### src/bhc_pkg.sv
`timescale 1ns / 1ps
`default_nettype none

package bhc_pkg;

	localparam int CFG_W = 20;

	typedef enum logic [1:0] {
		CFG_DEBOUNCE = 2'd0,
		CFG_HOLD     = 2'd1,
		CFG_WINDOW   = 2'd2
	} cfg_idx_t;

	localparam logic [CFG_W-1:0] DEBOUNCE_RST = 20'd50;
	localparam logic [CFG_W-1:0] HOLD_RST     = 20'd10000;
	localparam logic [CFG_W-1:0] WINDOW_RST   = 20'd5000;

	typedef enum logic [1:0] {
		KIND_OBSERVE = 2'd0,
		KIND_CANCEL  = 2'd1,
		KIND_REARM   = 2'd2
	} kind_t;

	typedef enum logic [2:0] {
		PH_IDLE   = 3'd0,
		PH_AWAIT  = 3'd1,
		PH_HOLD   = 3'd2,
		PH_PHELD  = 3'd3,
		PH_CREADY = 3'd4,
		PH_CPRESS = 3'd5,
		PH_COMMIT = 3'd6
	} phase_t;

	typedef enum logic [1:0] {
		EV_NONE      = 2'd0,
		EV_PROMPT    = 2'd1,
		EV_CANCELLED = 2'd2,
		EV_COMMIT    = 2'd3
	} event_t;

	typedef struct packed {
		logic [CFG_W-1:0] debounce_ms;
		logic [CFG_W-1:0] hold_ms;
		logic [CFG_W-1:0] confirm_window_ms;
	} cfg_t;

	typedef struct packed {
		logic [31:0] time_now;
		logic        button_level;
		logic [1:0]  kind;
	} item_t;

	// packed low to high: event_code, rearm_accepted, prompt_shown, phase_now
	typedef struct packed {
		phase_t phase_now;
		logic   prompt_shown;
		logic   rearm_accepted;
		event_t event_code;
	} result_t;

	localparam int RES_W = $bits(result_t);

endpackage

`default_nettype wire

### src/bhc_cfg_regs.sv
`timescale 1ns / 1ps
`default_nettype none

module bhc_cfg_regs (
	input  wire logic                     clk,
	input  wire logic                     arst_n,
	input  wire logic                     cfg_we,
	input  wire logic [1:0]               cfg_index,
	input  wire logic [bhc_pkg::CFG_W-1:0] cfg_wdata,
	output bhc_pkg::cfg_t                 cfg
);

	bhc_pkg::cfg_t cfg_q;

	always_ff @(posedge clk or negedge arst_n) begin
		if (!arst_n) begin
			cfg_q.debounce_ms       <= bhc_pkg::DEBOUNCE_RST;
			cfg_q.hold_ms           <= bhc_pkg::HOLD_RST;
			cfg_q.confirm_window_ms <= bhc_pkg::WINDOW_RST;
		end else if (cfg_we) begin
			unique case (cfg_index)
				bhc_pkg::CFG_DEBOUNCE: cfg_q.debounce_ms       <= cfg_wdata;
				bhc_pkg::CFG_HOLD:     cfg_q.hold_ms           <= cfg_wdata;
				bhc_pkg::CFG_WINDOW:   cfg_q.confirm_window_ms <= cfg_wdata;
				default: ;
			endcase
		end
	end

	assign cfg = cfg_q;

endmodule

`default_nettype wire

### src/bhc_core.sv
`timescale 1ns / 1ps
`default_nettype none

module bhc_core #(
	parameter int TIME_BITS = 32
) (
	input  wire logic    clk,
	input  wire logic    arst_n,
	input  wire logic    step_en,
	input  wire bhc_pkg::item_t item,
	input  wire bhc_pkg::cfg_t  cfg,
	output bhc_pkg::result_t res
);

	localparam int CW = (TIME_BITS > bhc_pkg::CFG_W) ? TIME_BITS : bhc_pkg::CFG_W;

	bhc_pkg::phase_t        phase_q, n_phase;
	logic                   raw_q, n_raw;
	logic                   sl_q, n_sl;
	logic                   sv_q, n_sv;
	logic                   prompt_q, n_prompt;
	logic [TIME_BITS-1:0]   rct_q, n_rct;
	logic [TIME_BITS-1:0]   pst_q, n_pst;
	logic [TIME_BITS-1:0]   cst_q, n_cst;
	logic [TIME_BITS-1:0]   last_q, n_last;

	logic [CW-1:0] deb_w, hold_w, win_w;
	assign deb_w  = CW'(cfg.debounce_ms);
	assign hold_w = CW'(cfg.hold_ms);
	assign win_w  = CW'(cfg.confirm_window_ms);

	// elapsed time, wrapping at the timestamp width
	function automatic logic [CW-1:0] tdiff(logic [TIME_BITS-1:0] a, logic [TIME_BITS-1:0] b);
		logic [TIME_BITS-1:0] d;
		d = a - b;
		return CW'(d);
	endfunction

	always_comb begin
		logic [TIME_BITS-1:0] now;
		logic                 lvl;
		logic                 was;
		logic                 fired;
		logic                 pending;
		logic [TIME_BITS-1:0] at;
		bhc_pkg::event_t      ev;
		bhc_pkg::event_t      ev_e;
		logic                 rearm;

		now      = TIME_BITS'(item.time_now);
		lvl      = item.button_level;
		was      = prompt_q;
		fired    = 1'b0;
		pending  = 1'b0;
		at       = '0;
		ev       = bhc_pkg::EV_NONE;
		ev_e     = bhc_pkg::EV_NONE;
		rearm    = 1'b0;
		n_phase  = phase_q;
		n_raw    = raw_q;
		n_sl     = sl_q;
		n_sv     = sv_q;
		n_prompt = prompt_q;
		n_rct    = rct_q;
		n_pst    = pst_q;
		n_cst    = cst_q;
		n_last   = last_q;

		case (item.kind)
			bhc_pkg::KIND_OBSERVE: begin
				if (phase_q == bhc_pkg::PH_COMMIT) begin
					ev = bhc_pkg::EV_NONE;
				end else if (now < last_q) begin
					n_phase  = bhc_pkg::PH_AWAIT;
					n_raw    = lvl;
					n_sl     = 1'b0;
					n_sv     = 1'b0;
					n_prompt = 1'b0;
					n_rct    = now;
					n_pst    = '0;
					n_cst    = '0;
					n_last   = now;
					ev       = was ? bhc_pkg::EV_CANCELLED : bhc_pkg::EV_NONE;
				end else begin
					n_last = now;
					if (lvl != raw_q) begin
						n_raw = lvl;
						n_rct = now;
					end
					// debounced edge, dated to the start of the raw change
					if ((!n_sv || n_sl != n_raw) && tdiff(now, n_rct) >= deb_w) begin
						n_sv = 1'b1;
						n_sl = n_raw;
						at   = n_rct;
						if (n_sl) begin
							if (n_phase == bhc_pkg::PH_IDLE) begin
								n_phase = bhc_pkg::PH_HOLD;
								n_pst   = at;
							end else if (n_phase == bhc_pkg::PH_CREADY) begin
								if (tdiff(at, n_cst) <= win_w) begin
									n_phase = bhc_pkg::PH_CPRESS;
								end else begin
									ev_e     = n_prompt ? bhc_pkg::EV_CANCELLED
									                    : bhc_pkg::EV_NONE;
									n_prompt = 1'b0;
									n_pst    = '0;
									n_cst    = '0;
									n_phase  = (n_raw || (n_sv && n_sl)) ? bhc_pkg::PH_AWAIT
									                                     : bhc_pkg::PH_IDLE;
								end
							end
						end else begin
							case (n_phase)
								bhc_pkg::PH_AWAIT: n_phase = bhc_pkg::PH_IDLE;
								bhc_pkg::PH_HOLD: begin
									if (tdiff(at, n_pst) < hold_w) begin
										n_phase = bhc_pkg::PH_IDLE;
									end else begin
										n_prompt = 1'b1;
										n_cst    = at;
										n_phase  = bhc_pkg::PH_CREADY;
										ev_e     = bhc_pkg::EV_PROMPT;
									end
									n_pst = '0;
								end
								bhc_pkg::PH_PHELD: begin
									n_cst   = at;
									n_phase = bhc_pkg::PH_CREADY;
								end
								bhc_pkg::PH_CPRESS: begin
									if (tdiff(at, n_cst) <= win_w) begin
										n_prompt = 1'b0;
										n_phase  = bhc_pkg::PH_COMMIT;
										ev_e     = bhc_pkg::EV_COMMIT;
									end else begin
										ev_e     = n_prompt ? bhc_pkg::EV_CANCELLED
										                    : bhc_pkg::EV_NONE;
										n_prompt = 1'b0;
										n_pst    = '0;
										n_cst    = '0;
										n_phase  = (n_raw || (n_sv && n_sl))
										           ? bhc_pkg::PH_AWAIT : bhc_pkg::PH_IDLE;
									end
								end
								default: ;
							endcase
						end
						if (ev_e != bhc_pkg::EV_NONE) begin
							ev    = ev_e;
							fired = 1'b1;
						end
					end
					if (!fired) begin
						if (n_phase == bhc_pkg::PH_HOLD && n_raw && n_sl &&
						    tdiff(now, n_pst) >= hold_w) begin
							n_prompt = 1'b1;
							n_phase  = bhc_pkg::PH_PHELD;
							ev       = bhc_pkg::EV_PROMPT;
						end else if ((n_phase == bhc_pkg::PH_CREADY ||
						              n_phase == bhc_pkg::PH_CPRESS) &&
						             tdiff(now, n_cst) > win_w) begin
							pending = (n_phase == bhc_pkg::PH_CPRESS) && n_sl && !n_raw &&
							          (tdiff(n_rct, n_cst) <= win_w);
							if (!pending) begin
								ev       = n_prompt ? bhc_pkg::EV_CANCELLED
								                    : bhc_pkg::EV_NONE;
								n_prompt = 1'b0;
								n_pst    = '0;
								n_cst    = '0;
								n_phase  = (n_raw || (n_sv && n_sl)) ? bhc_pkg::PH_AWAIT
								                                     : bhc_pkg::PH_IDLE;
							end
						end
					end
				end
			end
			bhc_pkg::KIND_CANCEL, bhc_pkg::KIND_REARM: begin
				if ((item.kind == bhc_pkg::KIND_CANCEL) != (phase_q == bhc_pkg::PH_COMMIT)) begin
					n_phase  = bhc_pkg::PH_AWAIT;
					n_raw    = lvl;
					n_sl     = 1'b0;
					n_sv     = 1'b0;
					n_prompt = 1'b0;
					n_rct    = now;
					n_pst    = '0;
					n_cst    = '0;
					n_last   = now;
					if (item.kind == bhc_pkg::KIND_CANCEL) begin
						ev = was ? bhc_pkg::EV_CANCELLED : bhc_pkg::EV_NONE;
					end else begin
						rearm = 1'b1;
					end
				end
			end
			default: ;
		endcase

		res.event_code     = ev;
		res.rearm_accepted = rearm;
		res.prompt_shown   = n_prompt;
		res.phase_now      = n_phase;
	end

	always_ff @(posedge clk or negedge arst_n) begin
		if (!arst_n) begin
			phase_q  <= bhc_pkg::PH_AWAIT;
			raw_q    <= 1'b0;
			sl_q     <= 1'b0;
			sv_q     <= 1'b0;
			prompt_q <= 1'b0;
			rct_q    <= '0;
			pst_q    <= '0;
			cst_q    <= '0;
			last_q   <= '0;
		end else if (step_en) begin
			phase_q  <= n_phase;
			raw_q    <= n_raw;
			sl_q     <= n_sl;
			sv_q     <= n_sv;
			prompt_q <= n_prompt;
			rct_q    <= n_rct;
			pst_q    <= n_pst;
			cst_q    <= n_cst;
			last_q   <= n_last;
		end
	end

	a_rearm_from_commit: assert property (@(posedge clk) disable iff (!arst_n)
		step_en && res.rearm_accepted |-> phase_q == bhc_pkg::PH_COMMIT)
		else $error("rearm accepted outside commit phase");

	a_commit_enters_commit: assert property (@(posedge clk) disable iff (!arst_n)
		step_en && res.event_code == bhc_pkg::EV_COMMIT |=> phase_q == bhc_pkg::PH_COMMIT)
		else $error("commit event without commit phase");

	a_prompt_phase: assert property (@(posedge clk) disable iff (!arst_n)
		prompt_q |-> (phase_q == bhc_pkg::PH_PHELD || phase_q == bhc_pkg::PH_CREADY ||
		              phase_q == bhc_pkg::PH_CPRESS))
		else $error("prompt shown in a phase without prompt");

	a_hold_state: assert property (@(posedge clk) disable iff (!arst_n)
		!step_en |=> $stable(phase_q) && $stable(prompt_q) && $stable(last_q))
		else $error("state moved without a word");

endmodule

`default_nettype wire

### src/bhc_out_fifo.sv
`timescale 1ns / 1ps
`default_nettype none

module bhc_out_fifo (
	input  wire logic             clk,
	input  wire logic             arst_n,
	input  wire logic             push,
	input  wire bhc_pkg::result_t push_data,
	output logic                  ready,
	output logic                  m_tvalid,
	input  wire logic             m_tready,
	output logic [7:0]            m_tdata
);

	bhc_pkg::result_t mem_q [2];
	logic             wr_ptr_q;
	logic             rd_ptr_q;
	logic [1:0]       cnt_q;
	logic             pop;

	assign ready    = cnt_q != 2'd2;
	assign m_tvalid = cnt_q != 2'd0;
	assign pop      = m_tvalid && m_tready;
	assign m_tdata  = {{(8 - bhc_pkg::RES_W){1'b0}}, mem_q[rd_ptr_q]};

	always_ff @(posedge clk) begin
		if (push) begin
			mem_q[wr_ptr_q] <= push_data;
		end
	end

	always_ff @(posedge clk or negedge arst_n) begin
		if (!arst_n) begin
			wr_ptr_q <= 1'b0;
			rd_ptr_q <= 1'b0;
			cnt_q    <= 2'd0;
		end else begin
			if (push) begin
				wr_ptr_q <= ~wr_ptr_q;
			end
			if (pop) begin
				rd_ptr_q <= ~rd_ptr_q;
			end
			cnt_q <= cnt_q + 2'(push) - 2'(pop);
		end
	end

endmodule

`default_nettype wire

### src/button_hold_confirm_gesture_top.sv
`timescale 1ns / 1ps
`default_nettype none

// Button hold-and-confirm gesture recognizer. Each slave word carries a raw
// button sample, an external cancel or a rearm, with a millisecond timestamp;
// each produces exactly one master word with the event code, the rearm flag,
// the prompt flag and the gesture phase. One word is taken per clock while the
// output buffer has room: the input register feeds the state update in the core,
// and its result lands in a two-word output buffer, so a result is offered on the
// master side once its word has passed the input register and the output buffer.
// Thresholds reset to 50 / 10000 / 5000 ms and are written through cfg_we / cfg_index
// (0 debounce, 1 hold, 2 confirm window) by the user while idle; the block does not check.
module button_hold_confirm_gesture_top #(
	parameter int TIME_BITS = 32
) (
	input  wire logic        clk,
	input  wire logic        arst_n,
	input  wire logic        cfg_we,
	input  wire logic [1:0]  cfg_index,
	input  wire logic [19:0] cfg_wdata,
	input  wire logic        s_tvalid,
	output logic             s_tready,
	input  wire logic [39:0] s_tdata,   // button_level, time_now[31:0]
	input  wire logic [1:0]  s_tuser,   // kind
	output logic             m_tvalid,
	input  wire logic        m_tready,
	output logic [7:0]       m_tdata    // event_code, rearm_accepted, prompt_shown, phase_now
);

	bhc_pkg::cfg_t    cfg;
	bhc_pkg::item_t   item_s1;
	logic             valid_s1;
	logic             fifo_rdy;
	logic             advance;
	bhc_pkg::result_t res;

	assign advance  = valid_s1 && fifo_rdy;
	assign s_tready = !valid_s1 || fifo_rdy;

	always_ff @(posedge clk or negedge arst_n) begin
		if (!arst_n) begin
			valid_s1 <= 1'b0;
		end else if (s_tready) begin
			valid_s1 <= s_tvalid;
		end
	end

	always_ff @(posedge clk) begin
		if (s_tvalid && s_tready) begin
			item_s1.kind         <= s_tuser;
			item_s1.button_level <= s_tdata[0];
			item_s1.time_now     <= s_tdata[32:1];
		end
	end

	bhc_cfg_regs u_cfg (
		.clk       (clk),
		.arst_n    (arst_n),
		.cfg_we    (cfg_we),
		.cfg_index (cfg_index),
		.cfg_wdata (cfg_wdata),
		.cfg       (cfg)
	);

	bhc_core #(
		.TIME_BITS (TIME_BITS)
	) u_core (
		.clk     (clk),
		.arst_n  (arst_n),
		.step_en (advance),
		.item    (item_s1),
		.cfg     (cfg),
		.res     (res)
	);

	bhc_out_fifo u_out (
		.clk       (clk),
		.arst_n    (arst_n),
		.push      (advance),
		.push_data (res),
		.ready     (fifo_rdy),
		.m_tvalid  (m_tvalid),
		.m_tready  (m_tready),
		.m_tdata   (m_tdata)
	);

endmodule

`default_nettype wire
### config.mk
export PLATFORM = sky130hd
export DESIGN_NAME = button_hold_confirm_gesture_top
export DESIGN_NICKNAME = d
export VERILOG_FILES = /design/src/bhc_pkg.sv /design/src/bhc_cfg_regs.sv /design/src/bhc_core.sv /design/src/bhc_out_fifo.sv /design/src/button_hold_confirm_gesture_top.sv
export SDC_FILE = /design/constraint.sdc
export NUM_CORES = 1
export LEC_CHECK = 0
export BUFFER_PORTS_ARGS = -buffer_cell sky130_fd_sc_hd__clkbuf_2
export CAP_MARGIN = 30
export CORE_AREA = 3 3 214 216
export CTS_BUF_LIST = sky130_fd_sc_hd__clkbuf_16
export DETAILED_ROUTE_END_ITERATION = 7
export DIE_AREA = 0 0 217 219
export GPL_TIMING_DRIVEN = 0
export PLACE_DENSITY = 0.73
export SLEW_MARGIN = 30
export SYNTH_ARGS = -nofsm -noshare
export SYNTH_HDL_FRONTEND = slang
export SYNTH_SLANG_ARGS = --single-unit
### constraint.sdc
create_clock -name clk -period 14 [get_ports clk]
set_clock_uncertainty 0.1 [all_clocks]
set_input_delay 2.8 -clock clk [delete_from_list [all_inputs] [get_ports clk]]
set_output_delay 2.8 -clock clk [all_outputs]
set_load 0.02 [all_outputs]
# After elaboration in Yosys (flattened, before gate mapping)
# Memory sizes are Yosys's and may differ from the RTL's.
# Cells that the tools add are included.
[totals]
elab_cells = 225
regBits = 235
n_memories = 1
input_bits = 69
ram_bits = 14
[classes]
n_mux = 139
n_lt_le_gt_ge = 7
n_addsub = 8
n_eq_ne = 19
n_reduce_logical = 30
bitwise = 2
[mem_list]
columns = ["memory", "depth", "width", "read_ports", "rd_clocked_by_memory_dff", "write_ports", "line_no", "source"]
rows = [
  ["u_out.mem_q", 2, 7, 1, 0, 1, "bhc_out_fifo.sv:15", "bhc_pkg::result_t mem_q [2];"],
]
[ops]
columns = ["operator", "count"]
rows = [
  ["$mux 32", 38],
  ["$pmux 32 s2", 5],
  ["$sub 32x32->32", 6],
  ["$pmux 32 s3", 1],
  ["$ge 32x20->1", 2],
  ["$le 32x20->1", 2],
  ["$mux 3", 17],
  ["$mux 1", 48],
  ["$mux 2", 21],
  ["$gt 32x20->1", 1],
  ["$lt 32x20->1", 1],
  ["$lt 32x32->1", 1],
  ["$eq 3x3->1 const B", 5],
  ["$logic_and 1x1->1", 12],
  ["$pmux 3 s4", 1],
  ["$pmux 1 s2", 5],
  ["$eq 3x2->1 const B", 3],
  ["$pmux 2 s2", 2],
  ["$pmux 3 s2", 1],
  ["$reduce_and 2->1", 3],
  ["$reduce_bool 2->1", 3],
  ["$eq 2x1->1 const B", 2],
  ["$eq 2x2->1 const B", 2],
  ["$logic_not 2->1", 2],
  ["12 further kinds", 21],
]

# Depth between registers and ports, before layout
# Gate-level depths: netlist of run 1.
[logic_depth]
ltp_word = 26
mapped_depth = 59
ltp_nobuf = 56

# Hierarchy
# From an unflattened synthesis of run 1, not the netlist that was laid out.
[unflattened]
cells_unflattened = 2962
hier_area_um2 = 25549.5
[by_module_without_submodules]
columns = ["mod", "seq_area_each_um2", "area_each_um2", "cells_per_inst", "n_inst"]
rows = [
  ["bhc_core", 3379.5, 21436.8, 2752, 1],
  ["bhc_cfg_regs", 1517.7, 2255.9, 129, 1],
  ["button_hold_confirm_gesture_top", 1076.0, 1111.1, 40, 1],
  ["bhc_out_fifo", 520.5, 745.7, 41, 1],
]

# Worst setup path before layout of run 1
# OpenSTA, ideal clock, no wires.
[synth_timing]
path_type = "register to register"
start = "register item_s1[2] in the netlist's numbering"
end = "memory u_out.mem_q[0][4] in the netlist's numbering, data pin"
t_arrival_ps = 11335
path_stages_with_launch = 52
t_required_ps = 13740
path_slack_ps = 2405
setup_ps = 160
period_less_slack_ps = 11595
path_cell_list = "edfxtp_1 -> ha_1 -> buf_6 -> clkbuf_1 -> o21ai_0 -> inv_1 -> ha_1 -> nand2b_1 -> a211oi_2 -> o21a_1 -> o211a_1 -> o21ai_0 -> o21bai_1 -> a21o_1 -> a21oi_1 -> xnor2_1 -> ha_1 -> a22o_1 -> (+16 left out) -> o21bai_1 -> a221oi_1 -> xnor2_1 -> ha_1 -> a21o_1 -> a221oi_1 -> a21oi_1 -> a211oi_1 -> a21oi_1 -> or4_1 -> nor4_1 -> nand4_1 -> nor4_1 -> a31oi_2 -> mux2i_1 -> a311o_1 -> a21oi_1 -> a2bb2oi_1"
[synth_lines]
columns = ["item", "line_no", "source"]
rows = [
  ["from (decl)", "button_hold_confirm_gesture_top.sv:31", "bhc_pkg::item_t item_s1;"],
  ["to (decl)", "bhc_out_fifo.sv:15", ""],
]

==> results_dict.tcl, run 1 <==
set metrics [dict create \
    status "complete, no violations" \
    yosysUniqueCellTypes 124 \
    grt_pass1_vias 22300 \
    vias_per_cell 6.35 \
    whs_ns 0.384 \
    crit_slowest_cell "a2111oi_0" \
    seq_area_frac_synth_pct 26.0 \
    rr_startpoint "item_s1[2]" \
    antenna_found_initial 0 \
    clk_pin_slew_ns 0.06 \
    antenna_cells 0 \
    cp_data_required_time_ns 14.28 \
    drc 0 \
    place_area_mm2 0.0262 \
    wirelength_mm 78.2 \
    hpwlAfterDp_mm 63.4 \
    grt_start_max_net_pins 78 \
    synth_ff_type "dfrtp_1" \
    drtIter0Drc 1898 \
    area_delta_synth_final_pct 9.61 \
    worstMarginPinSlew_ns 1.10 \
    wl_per_cell_um 21.5 \
    postSynth.asyncResetShare_pct 80.3 \
    initial_core_util_pct 56.7 \
    period_needed_ns 13.50 \
    insertion_delay_ns 0.60 \
    finalHoldViolCount 0 \
    dr.pass1.iters 6 \
    final_util_pct 62.1 \
    slowest_delay_ns 0.98 \
    crit_start "item_s1[2]" \
    fp.dieW_um 217 \
    clockRootBuffer "clkbuf_16" \
    worstPathMaxFanout 10 \
    yosysWarnings 0 \
    coreArea_mm2 0.0441 \
    synth_edf_count 49 \
    die_h_um 219 \
    critical_path_class "reg2reg" \
    die-area_mm2 0.0475 \
    finalNetCount 3434 \
    grt_pass1_wl_mm 120 \
    grt_usage_pct 31.9 \
    setup.worst_path.end_class "flip-flop" \
    hp-class "reg2reg" \
    port-buffer-count 70 \
    start_kind "flip-flop" \
    syn_inst 2905 \
    final_cell_area_mm2 0.0274 \
    synth_area_per_cell_um2 8.61 \
    htree_num_levels 1 \
    ys_ff_latch 249 \
    hp-start "u_core.last_q[0]" \
    post-route-period-util_pct 96.4 \
    cts_sinks 249 \
    cts_tree "done" \
    max_freq_ghz 0.0741 \
    netlist_area_mm2 0.0250 \
    drive_gt1_share_pct 11.8 \
    grt_overflow 0 \
    finalSetupViolCount 0 \
    syn-num-nets 3324 \
    final_max_slew_viol_count 0 \
    cp_data_arrival_time_ns 13.77 \
    std_cell_rows 77 \
    gp_congestion 0.951 \
    max-cap-violations 0 \
    vias 23100 \
    clockBufferDepth 3 \
    postRouteAntennaNets 0 \
    slew_headroom_pct 24.7 \
    ios 79 \
    cts_buffers 29 \
]
==> layout by cell type (no fill, tap or decap), types with 19 or more instances in the layout <==
cell type	count
ha_1	344
inv_1	244
a21oi_1	237
nand2_1	214
o21ai_0	200
dfrtp_1	186
nor2_1	162
mux2_2	96
a21o_1	94
xnor2_1	94
clkbuf_2	75
o21a_1	70
o22ai_1	70
clkbuf_1	64
nor3_1	54
nand4_1	52
nand3_1	51
edfxtp_1	49
xor2_1	44
nand2b_1	38
a22oi_1	31
clkbuf_16	30
nor2b_1	29
a211oi_1	27
o211ai_1	25
a31oi_1	19
nor4_1	19
==> state kept, by name, summed over array words and instances, names as in the netlist, 2 cells and up <==
register	count
u_out.mem_q	14
u_core.cst_q	32
item_s1	35
u_core.rct_q	32
u_cfg.cfg	60
u_out.cnt_q	2
u_core.pst_q	32
u_core.last_q	32
u_core.phase_q	3
==> synthesized netlist by cell type, drive strengths merged, types with 17 or more instances <==
cell type | instances | share of area, %
a211oi | 28 | 0.86
a21o | 97 | 2.9
a21oi | 243 | 5.0
a22oi | 32 | 0.96
a31oi | 23 | 0.71
and2 | 18 | 0.49
and3 | 17 | 0.46
buf | 23 | 0.75
clkbuf | 76 | 1.3
dfrtp | 186 | 19
edfxtp | 49 | 5.9
ha | 344 | 17
inv | 242 | 3.6
mux2 | 104 | 4.7
mux2i | 18 | 0.77
nand2 | 215 | 3.2
nand2b | 38 | 0.95
nand3 | 52 | 1.1
nand4 | 53 | 1.4
nor2 | 163 | 2.5
nor2b | 29 | 0.73
nor3 | 59 | 1.2
nor4 | 24 | 0.71
o211ai | 25 | 0.75
o21a | 71 | 2.1
o21ai | 211 | 4.3
o21bai | 18 | 0.54
o22ai | 70 | 1.8
o31ai | 17 | 0.53
or3 | 18 | 0.48
xnor2 | 94 | 3.3
xor2 | 44 | 1.5
==> repair_timing <==
| item | CTS | global route |
|---|---|---|
| buffers inserted | 0 | 5 |
| pin swaps | 0 | 2 |
| setup endpoints to repair | 75 | 75 |
| hold buffers | 0 | 0 |
| gates resized for setup | 6 | 19 |
==> worst max-delay path: cells and delay by family (launching register included) <==
kind            cells  cell delay, ns
compound gates     20            5.35
xor+xnor            1            0.20
fa+ha+maj           4            1.37
buf+inv             6            1.80
flops               1            0.44
mux                 2            0.69
simple gates       12            3.28
==> through the flow <==
step           setup TNS, ns  std cells  setup WS (ns)
6_report                   0       3630          0.502
5_1_grt             -0.00382       3630       -0.00191
4_1_cts                    0       3625         0.0247
3_5_place_dp          -66.11       3571         -0.988
3_3_place_gp          -90.79       3567          -1.45
2_1_floorplan              0       2905           2.40
==> layout make-up <==
cell class | count | area [um2]
timing repair buffer | 79 | 479
sequential | 249 | 6490
fill | 3807 | 16700
clock inverter | 24 | 325
tap | 592 | 741
buffer | 100 | 566
inverter | 242 | 912
clock buffer | 30 | 751
multi-input combinational | 2314 | 17100
==> per-layer routing <==
layer	global-route usage, %	up-vias	wire length (um)
met2	52.2	902	35000
met5	0	-	0
met1	44.8	11000	34600
met3	2.85	142	5810
met4	10.6	0	2770
li1	-	11000	-
==> cells by family (layout without fill, tap and decap cells) <==
logic type	Yosys count	in the layout	share of synthesized area, %
mux	122	122	5.45
xor+xnor	139	139	4.93
buf+inv	342	475	5.85
compound gates	961	961	25.1
other cells	1	1	0.0150
simple gates	741	741	15.0
flops	249	249	26.0
fa+ha+maj	350	350	17.7
==> path summary, 6_finish.rpt <==
kind                       slack (ns)                end  cells past startpoint
max in group asynchronous       10.91      u_cfg.cfg[41]                      2
setup reg to reg                 0.50  u_out.mem_q[1][4]                     45
min in group asynchronous        2.07     u_out.rd_ptr_q                      1
hold reg to reg                  0.38   u_core.last_q[0]                      2
setup / recovery                 0.50  u_out.mem_q[1][4]                     45
hold / removal                   0.38   u_core.last_q[0]                      2
Power of run 1 is not shown: default switching activity piles up to over one toggle a cycle in this logic, so the estimate is an artifact.
==> inputs of run 2 (changes only) <==
- GPL_TIMING_DRIVEN: 0 -> not set
- SLEW_MARGIN: 30 -> not set
==> results_dict.tcl, run 2 (synthesis gave the netlist of run 1 again) <==
set metrics [dict create \
    tns_ns 0 \
    insertion_delay_ns 0.57 \
    crit_slowest_cell "edfxtp_1" \
    antenna_found_initial 0 \
    numPlacedInstances 3507 \
    cp_data_arrival_time_ns 13.61 \
    final_max_slew_viol_count 0 \
    port-buffer-count 70 \
    slowest_delay_ns 0.58 \
    slew_headroom_pct 39.0 \
    post-route-period-util_pct 94.5 \
    hp-class "reg2reg" \
    antenna_cells 0 \
    status "complete, no violations" \
    area_delta_synth_final_pct 7.85 \
    finalHoldViolCount 0 \
    initial_core_util_pct 56.7 \
    cts_buffers 28 \
    vias 22500 \
    die-area_mm2 0.0475 \
    cts_tree "done" \
    max-cap-violations 0 \
    final_cell_area_mm2 0.0270 \
    setup.worst_path.end_class "flip-flop" \
    post_cts_buffers 0 \
    drive_gt1_share_pct 11.6 \
    hpwlAfterDp_mm 59.0 \
    wirelength_mm 73.7 \
    std_cell_rows 77 \
    cp_data_required_time_ns 14.38 \
    grt_pass1_wl_mm 115 \
    grt_usage_pct 30.2 \
    clockBufferDepth 3 \
    max_freq_ghz 0.0756 \
    clockRootBuffer "clkbuf_16" \
    final_util_pct 61.1 \
    finalSetupViolCount 0 \
    drc 0 \
    ios 79 \
    grt_pass1_vias 21500 \
    largest_reg_flops 60 \
    critical_path_class "reg2reg" \
    start_kind "flip-flop" \
    clk_pin_slew_ns 0.07 \
    stdcell_count 3561 \
    cp_common_cell "ha_1" \
    rsz0062_at_grt "false" \
    fillers 3922 \
    worstPathMaxFanout 61 \
    cts_hold_buf 0 \
    htree_num_levels 1 \
    drtIter0Drc 1916 \
    final_common_cell "ha_1" \
    grt_start_max_net_pins 89 \
    multi_input_area_mm2 0.0171 \
    register_area_mm2 0.00649 \
    gp_congestion 0.961 \
    dr.pass1.iters 5 \
    postRouteAntennaNets 0 \
    die_h_um 219 \
    finalNetCount 3366 \
    place_area_mm2 0.0259 \
    grt_overflow 0 \
    worstMarginPinSlew_ns 0.915 \
    coreArea_mm2 0.0441 \
    period_needed_ns 13.23 \
    fp.dieW_um 217 \
    wl_per_cell_um 20.7 \
    final_cell_mix "ha_1, inv_1, a21oi_1" \
    vias_per_cell 6.33 \
    cts_sinks 249 \
]
==> run 2: timing repair <==
action,CTS,global route
endpoints found under the hold margin,0,0
endpoints found under the setup margin,0,63
resized for setup,0,4
==> run 2: final timing paths <==
kind,startpoint,to,slack [ns],cells past startpoint
min reg2reg,u_core.rct_q[3],u_core.rct_q[3],0.39,1
max reg2reg,item_s1[4],u_core.pst_q[7],0.77,48
min in group asynchronous,arst_n,u_out.rd_ptr_q,2.14,1
max,item_s1[4],u_core.pst_q[7],0.77,48
max in group asynchronous,arst_n,u_core.pst_q[21],10.31,2
min,u_core.rct_q[3],u_core.rct_q[3],0.39,1
==> run 2: worst max-delay path: cells and delay by family, from the launching register on <==
family / cells / cell delay, ns
flip-flops: 1 / 0.58
AND/OR/NAND/NOR: 15 / 3.99
AO/OA/AOI/OAI: 24 / 5.86
XOR/XNOR: 1 / 0.15
buffers and inverters: 4 / 1.04
adder cells (fa/ha/maj): 4 / 1.35
==> run 2: per-stage QoR <==
| step | worst slack, ns | hold WS, ns |
|---|---|---|
| 6_report | 0.765 | 0.387 |
| 5_1_grt | 0.131 | 0.403 |
| 4_1_cts | 0.611 | 0.387 |
| 3_5_place_dp | 0.666 | 0.373 |
| 3_3_place_gp | 1.01 | 0.361 |
| 2_1_floorplan | 2.40 | 0.351 |
==> run 2: layout make-up <==
| type | count | area share [%] |
|---|---|---|
| clock inverters | 23 | 0.970 |
| clock buffers | 29 | 2.69 |
| well taps | 592 | 2.75 |
| inverters | 242 | 3.37 |
| multi-input cells | 2314 | 63.4 |
| repair buffers | 112 | 2.71 |
| flip-flops and latches | 249 | 24.1 |
==> run 2: metal layers <==
metal | global-route usage, % | routed length [um] | up-vias
met3 | 3.75 | 5530 | 137
met5 | 0 | 0 | -
met4 | 9.28 | 2620 | 0
met1 | 43.0 | 33500 | 10700
li1 | - | - | 10800
met2 | 48.1 | 32000 | 817
Power of run 2 is left out for the same reason.
